## config.mk

```make
export PLATFORM = sky130hd
export DESIGN_NAME = weight_dequantizer_to_float32
export DESIGN_NICKNAME = d
export VERILOG_FILES = /design/src/rtl/core/wdq_pkg.sv /design/src/rtl/core/weight_dequantizer_to_float32.sv
export SDC_FILE = /design/constraint.sdc
export NUM_CORES = 1
export LEC_CHECK = 0
export ABC_CLOCK_PERIOD_IN_PS = 23000
export BUFFER_PORTS_ARGS = -buffer_cell sky130_fd_sc_hd__buf_2
export CAP_MARGIN = 15
export CORE_UTILIZATION = 45
export CTS_CLUSTER_SIZE = 30
export DETAILED_ROUTE_END_ITERATION = 10
export PLACE_DENSITY = 0.63
export SYNTH_ARGS = -nofsm -noshare
export SYNTH_HDL_FRONTEND = slang
export SYNTH_SLANG_ARGS = --single-unit
```

## constraint.sdc

```tcl
create_clock -name clock -period 23 [get_ports clock]
set_input_delay 4.6 -clock clock [delete_from_list [all_inputs] [get_ports clock]]
set_output_delay 4.6 -clock clock [all_outputs]
set_load 0.1 [all_outputs]
```

## src/rtl/core/wdq_pkg.sv

```systemverilog
package wdq_pkg;

   typedef enum logic [1:0] {
      FMT_SINGLE = 2'd0,
      FMT_HALF   = 2'd1,
      FMT_Q8     = 2'd2,
      FMT_NONE   = 2'd3
   } fmt_type;

   typedef enum logic {
      CSR_FORMAT = 1'b0,
      CSR_COUNT  = 1'b1
   } csr_idx_type;

   localparam logic [5:0]  Q8_BLOCK_BYTES = 6'd34;
   localparam logic [31:0] CANON_NAN      = 32'h7FC0_0000;

   // Count leading zeros of a 10-bit mantissa; returns 10 when zero.
   function automatic logic [3:0] lz10(input logic [9:0] m);
      logic [3:0] n;
      n = 4'd10;
      for (int i = 0; i < 10; i++) begin
         if (m[i]) n = 4'(9 - i);
      end
      return n;
   endfunction

   // Exact half to single; NaN becomes canonical with its sign.
   function automatic logic [31:0] half_to_single(input logic [15:0] h);
      logic        s;
      logic [4:0]  ex;
      logic [9:0]  man;
      logic [3:0]  z;
      logic [10:0] sh;
      logic [31:0] r;
      s   = h[15];
      ex  = h[14:10];
      man = h[9:0];
      z   = lz10(man);
      sh  = {1'b0, man} << (z + 4'd1);
      if (ex == 5'd0) begin
         if (man == 10'd0) r = {s, 31'd0};
         else r = {s, 8'(8'd112 - 8'(z)), sh[9:0], 13'd0};
      end else if (ex == 5'h1F) begin
         r = (man == 10'd0) ? {s, 31'h7F80_0000} : ({s, 31'd0} | CANON_NAN);
      end else begin
         r = {s, 8'(8'(ex) + 8'd112), man, 13'd0};
      end
      return r;
   endfunction

endpackage

```

## src/rtl/core/weight_dequantizer_to_float32.sv

```systemverilog
// The word of a completing byte is loaded into the result register as that byte is accepted.
// Throughput: one byte per cycle while the output is not stalled; a half scale times
// byte multiply and a normalize per byte sit between the input byte and the result register.
// Reset: synchronous; format and element count clear to zero, stream ended.
module weight_dequantizer_to_float32 import wdq_pkg::*; (
   input  logic        clock,
   input  logic        reset,
   input  logic        req_valid,
   output logic        req_stall,
   input  logic [7:0]  req_data_byte,
   output logic        rsp_valid,
   input  logic        rsp_stall,
   output logic [31:0] rsp_value_bits,
   output logic        rsp_last,
   input  logic        csr_valid,
   output logic        csr_ready,
   input  logic [0:0]  csr_index,
   input  logic [31:0] csr_data
);

   logic [1:0]  fmt_ff;
   logic [31:0] count_ff;
   logic [23:0] gather_ff, gather_in;
   logic [5:0]  pos_ff, pos_in;
   logic [15:0] scale_ff, scale_in;
   logic [31:0] left_ff, left_in;
   logic        ovalid_ff, ovalid_in;
   logic [31:0] oval_ff, oval_in;
   logic        olast_ff, olast_in;

   logic        acc, emit, restart;
   logic [31:0] val;
   logic [31:0] sbits;
   logic [7:0]  qmag;
   logic        psign;
   logic [18:0] prod;
   logic [4:0]  lz;
   logic [18:0] nprod;
   logic [8:0]  pexp;
   logic [31:0] qres;

   function automatic logic csr_index_type_is_fmt(input logic [0:0] idx);
      return csr_idx_type'(idx) == CSR_FORMAT;
   endfunction

   assign csr_ready = 1'b1;
   assign restart   = csr_valid;
   assign req_stall = ovalid_ff & rsp_stall;
   assign acc       = req_valid & ~req_stall;

   assign rsp_valid      = ovalid_ff;
   assign rsp_value_bits = oval_ff;
   assign rsp_last       = olast_ff;

   always_comb begin
      sbits = half_to_single(scale_ff);
      qmag  = req_data_byte[7] ? 8'(-req_data_byte) : req_data_byte;
      psign = scale_ff[15] ^ req_data_byte[7];
      prod  = 19'({1'b1, sbits[22:13]}) * 19'(qmag);
      lz    = 5'd0;
      for (int i = 0; i < 19; i++) begin
         if (prod[i]) lz = 5'(18 - i);
      end
      nprod = prod << lz;
      pexp  = 9'(sbits[30:23]) + 9'd8 - 9'(lz);
      if (sbits[30:23] == 8'hFF) begin
         qres = (sbits[22:0] != 23'd0 || qmag == 8'd0) ?
                ({psign, 31'd0} | CANON_NAN) : {psign, 31'h7F80_0000};
      end else if (sbits[30:23] == 8'd0 || qmag == 8'd0) begin
         qres = {psign, 31'd0};
      end else if (pexp > 9'd254) begin
         qres = {psign, 31'h7F80_0000};
      end else begin
         qres = {psign, pexp[7:0], nprod[17:0], 5'd0};
      end
   end

   always_comb begin
      gather_in = gather_ff;
      pos_in    = pos_ff;
      scale_in  = scale_ff;
      left_in   = left_ff;
      emit      = 1'b0;
      val       = 32'd0;
      if (acc && left_ff != 32'd0) begin
         case (fmt_type'(fmt_ff))
            FMT_SINGLE: begin
               if (pos_ff >= 6'd3) begin
                  val = {req_data_byte, gather_ff};
                  gather_in = 24'd0;
                  pos_in = 6'd0;
                  emit = 1'b1;
               end else begin
                  gather_in = gather_ff | (24'(req_data_byte) << {pos_ff[1:0], 3'd0});
                  pos_in = pos_ff + 6'd1;
               end
            end
            FMT_HALF: begin
               if (pos_ff >= 6'd1) begin
                  val = half_to_single({req_data_byte, gather_ff[7:0]});
                  gather_in = 24'd0;
                  pos_in = 6'd0;
                  emit = 1'b1;
               end else begin
                  gather_in = 24'(req_data_byte);
                  pos_in = 6'd1;
               end
            end
            FMT_Q8: begin
               if (pos_ff == 6'd0) begin
                  scale_in = 16'(req_data_byte);
                  pos_in = 6'd1;
               end else if (pos_ff == 6'd1) begin
                  scale_in = {req_data_byte, scale_ff[7:0]};
                  pos_in = 6'd2;
               end else begin
                  val = qres;
                  emit = 1'b1;
                  pos_in = (pos_ff + 6'd1 >= Q8_BLOCK_BYTES) ? 6'd0 : pos_ff + 6'd1;
               end
            end
            default: ;
         endcase
      end
      if (emit) begin
         left_in = left_ff - 32'd1;
         if (left_in == 32'd0) begin
            gather_in = 24'd0;
            pos_in = 6'd0;
         end
      end
      ovalid_in = emit | (ovalid_ff & rsp_stall);
      oval_in   = emit ? val : oval_ff;
      olast_in  = emit ? (left_in == 32'd0) : olast_ff;
   end

   always_ff @(posedge clock) begin
      if (reset) begin
         fmt_ff    <= 2'd0;
         count_ff  <= 32'd0;
         gather_ff <= 24'd0;
         pos_ff    <= 6'd0;
         scale_ff  <= 16'd0;
         left_ff   <= 32'd0;
         ovalid_ff <= 1'b0;
      end else if (restart) begin
         if (csr_index_type_is_fmt(csr_index)) fmt_ff <= csr_data[1:0];
         else count_ff <= csr_data;
         gather_ff <= 24'd0;
         pos_ff    <= 6'd0;
         scale_ff  <= 16'd0;
         left_ff   <= csr_index_type_is_fmt(csr_index) ? count_ff : csr_data;
         ovalid_ff <= ovalid_in;
      end else begin
         gather_ff <= gather_in;
         pos_ff    <= pos_in;
         scale_ff  <= scale_in;
         left_ff   <= left_in;
         ovalid_ff <= ovalid_in;
      end
   end

   always_ff @(posedge clock) begin
      oval_ff  <= oval_in;
      olast_ff <= olast_in;
   end

endmodule

```

==> flow_summary.yaml <==
power:
  p_comb_share_pct: 25.7
  p_per_area_nw_per_um2: 51.4
  p_leak_nw: 5.84
  seq_power_share_pct: 37.1
  total_power_w: 0.000762
  p_int_w: 0.000510
  p_sw_w: 0.000252
  pwr-share-clk_pct: 37.2
  swShare_pct: 33.0
  vdd_drop_max_uv: 68.5
clock_tree:
  htreeDepth: 4
  cts_tree: "built"
  clock-sinks: 146
  clock-root-buffer: "clkbuf_16"
  cts_setup_buffers: 0
  cts_resized: 0
  cts.clk_slew.worst_paths_ns: 0.06
  clock_path_buffers: 2
  cts_inserted_buffers: 17
  clk_latency_ns: 0.43
  ctsHoldBuffers: 0
routing:
  wl_per_cell_um: 19.4
  drc: 0
  maxUsedRoutingLayer: "met4"
  met2_wirelength_mm: 19.4
  wl_mm: 41.5
  first_pass_iters: 5
  vias: 13100
  routed-wl-met3_mm: 2.26
  vias_per_cell: 6.12
  met1_length_mm: 18.7
  antenna_left: 0
  initialDrtViolationCount: 1129
cells_and_area:
  final_common_cell: "nand2_1"
  syn_to_final_growth_pct: 8.05
  finish.net_count: 1898
  utilization_pct: 49.7
  final_cell_mix: "nand2_1 (202), nor2_1 (184), a21oi_1 (114)"
  drive_gt1_share_pct: 10.5
  antennaDiodeCount: 0
job:
  drv_cap: 0
setup_path:
  cp-end-kind: "flop"
  regToRegSetupSlack_ns: 11.13
  critical_path_depth: 34
  timing.critical_path.slowest_stage_cell: "xnor2_1"
  path_max_fanout: 27
  critPathTopFamily: "adder cells"
  r2r_start: "scale_ff[9]$_SDFFE_PP0P_"
  crit_buf_inv: 5
  rr_worst_depth: 34
  startpoint_type: "primary input"
  slowest_delay_ns: 0.83
  crit_arrival_ns: 15.53
  r2r-end: "rsp_value_bits[14]$_SDFFCE_PN0P_"
  worstPathRequired_ns: 23.24
  worstSetupPathType: "in2reg"
  crit_top_cell: "a21oi_1"
floorplanning:
  io-pin-count: 82
  initial_core_util_pct: 46.0
  dieHeight_um: 177
  die_area_um2: 31200
  coreArea_um2: 29800
  die_w_um: 177
  core.rowCount: 63
min_path:
  whs_endpoint: "count_ff[10]$_SDFFE_PP0P_"
  min_path_type: "reg2reg"
  holdPathStages: 2
  min-delay-start: "count_ff[10]$_SDFFE_PP0P_"
logic_synthesis:
  synthFlopType: "dfxtp_1"
  synthArstFlopShare_pct: 0
  syn_inst: 1745
  syn_nets: 1908
  yosysWarnings: 0
  ys_top_cells_by_area: "dfxtp_1 (16%), fa_1 (8.0%), edfxtp_1 (7.2%)"
  ys_seq_elements: 146
  yosysTopAreaCellShare_pct: 16.5
  yosysSeqAreaShare_pct: 23.7
  synth_edf_count: 33
  yosysTopAreaCell: "dfxtp_1"
  synth_cell_type_count: 103
  syn_area_per_cell_um2: 7.86
  syn_area_um2: 13700
sta:
  fin_skew_ns: 0.0129
  fmax_mhz: 65.4
  slew-limit-headroom_pct: 24.0
  hold_ws_ns: 0.452
  timing_worst_slew_pin_value_ns: 1.14
  hold_violations: 0
  setup_viol: 0
  fin_crit_ns: 15.29
  rsz0062_at_grt: "no"
  fin_crit_sh_pct: 66.5
  tns_ns: 0
  finalMaxSlewViolations: 0
  setup_slack_ns: 7.71
outcome:
  status: "finished, final reports clean"
place:
  portBuffers: 80
  hpwlAfterDp_mm: 30.9
  place_congestion: 0.974
  place_ws_ns: 7.48
global_routing:
  grt_max_degree: 72
  grt_first_pass_wirelength_mm: 66.7
  grt_use_total_pct: 26.9
  grt_pass1_vias: 12300
  antenna_found_initial: 0
  grt_overflow_total: 0
==> worst max path at each step <==
stage / from / endpoint / slack, ns
CTS: req_data_byte[0] / rsp_value_bits[14]$_SDFFCE_PN0P_ / 7.89
global placement: req_data_byte[0] / rsp_value_bits[19]$_SDFFCE_PN0P_ / 7.77
floorplan: req_data_byte[0] / rsp_value_bits[12]$_SDFFCE_PN0P_ / 9.46
global route: req_data_byte[0] / rsp_value_bits[14]$_SDFFCE_PN0P_ / 6.83
finish: req_data_byte[0] / rsp_value_bits[14]$_SDFFCE_PN0P_ / 7.71
detailed placement: req_data_byte[0] / rsp_value_bits[14]$_SDFFCE_PN0P_ / 7.48
==> metrics by stage <==
step / area, µm² / cells
4_1_cts: 14800 / 2137
2_1_floorplan: 13700 / 1745
6_report: 14800 / 2137
5_1_grt: 14800 / 2137
3_3_place_gp: 14200 / 2106
3_5_place_dp: 14200 / 2106
==> synth_stat cells, drive strengths merged (38+ instances only) <==
master and n:
nand2 203, nor2 185, a21oi 117, dfxtp 113
inv 112, clkbuf 100, mux2i 65, o21ai 64
ha 62, a211oi 55, fa 55, and2 44
xnor2 41, nor3 39, nand3 38
==> kinds of logic after synthesis <==
family | Yosys count | synth area share (%)
and+or+nand+nor | 658 | 23.4
buffers and inverters | 237 | 6.82
other | 1 | 0.0273
DFF | 146 | 23.7
AOI/OAI and AO/OA | 452 | 22.9
adders and majority gates | 117 | 13.7
muxes | 73 | 5.54
xor gates and xnor gates | 61 | 3.89
==> power groups by stage <==
stage          Combinational (W)  Clock, W  Sequential, W
3_5_place_dp            0.000192         0       0.000288
2_1_floorplan           0.000142         0       0.000290
6_report                0.000196  0.000283       0.000283
4_1_cts                 0.000193  0.000287       0.000283
3_3_place_gp            0.000192         0       0.000288
5_1_grt                 0.000214  0.000296       0.000284
==> layer usage <==
layer / track usage, % / vias up
li1: - / 6224
met1: 36.6 / 6280
met2: 43.9 / 483
met3: 3.27 / 83
met4: 9.48 / 0
met5: 0 / -
==> state kept, by name, indices dropped and copies added, names as in the netlist <==
register        count
count_ff           32
left_ff            32
rsp_value_bits     32
gather_ff          24
scale_ff           16
pos_ff              6
fmt_ff              2
rsp_last            1
rsp_valid           1
==> layout make-up <==
type / count / area, µm²
multi-input cells: 1362 / 9540
clock buffers: 25 / 538
clock inverters: 6 / 63.8
flip-flops and latches: 146 / 3250
repair buffers: 95 / 513
well taps: 390 / 488
fillers: 2915 / 15000
inverters: 113 / 427
==> tightest hold or removal path: cells and delay by family, from the launching register on <==
family,cells,cell delay (ns)
compound gates,1,0.05
flops,1,0.31
simple gates,1,0.05
No activity file was read; power rests on OpenSTA's default activity.
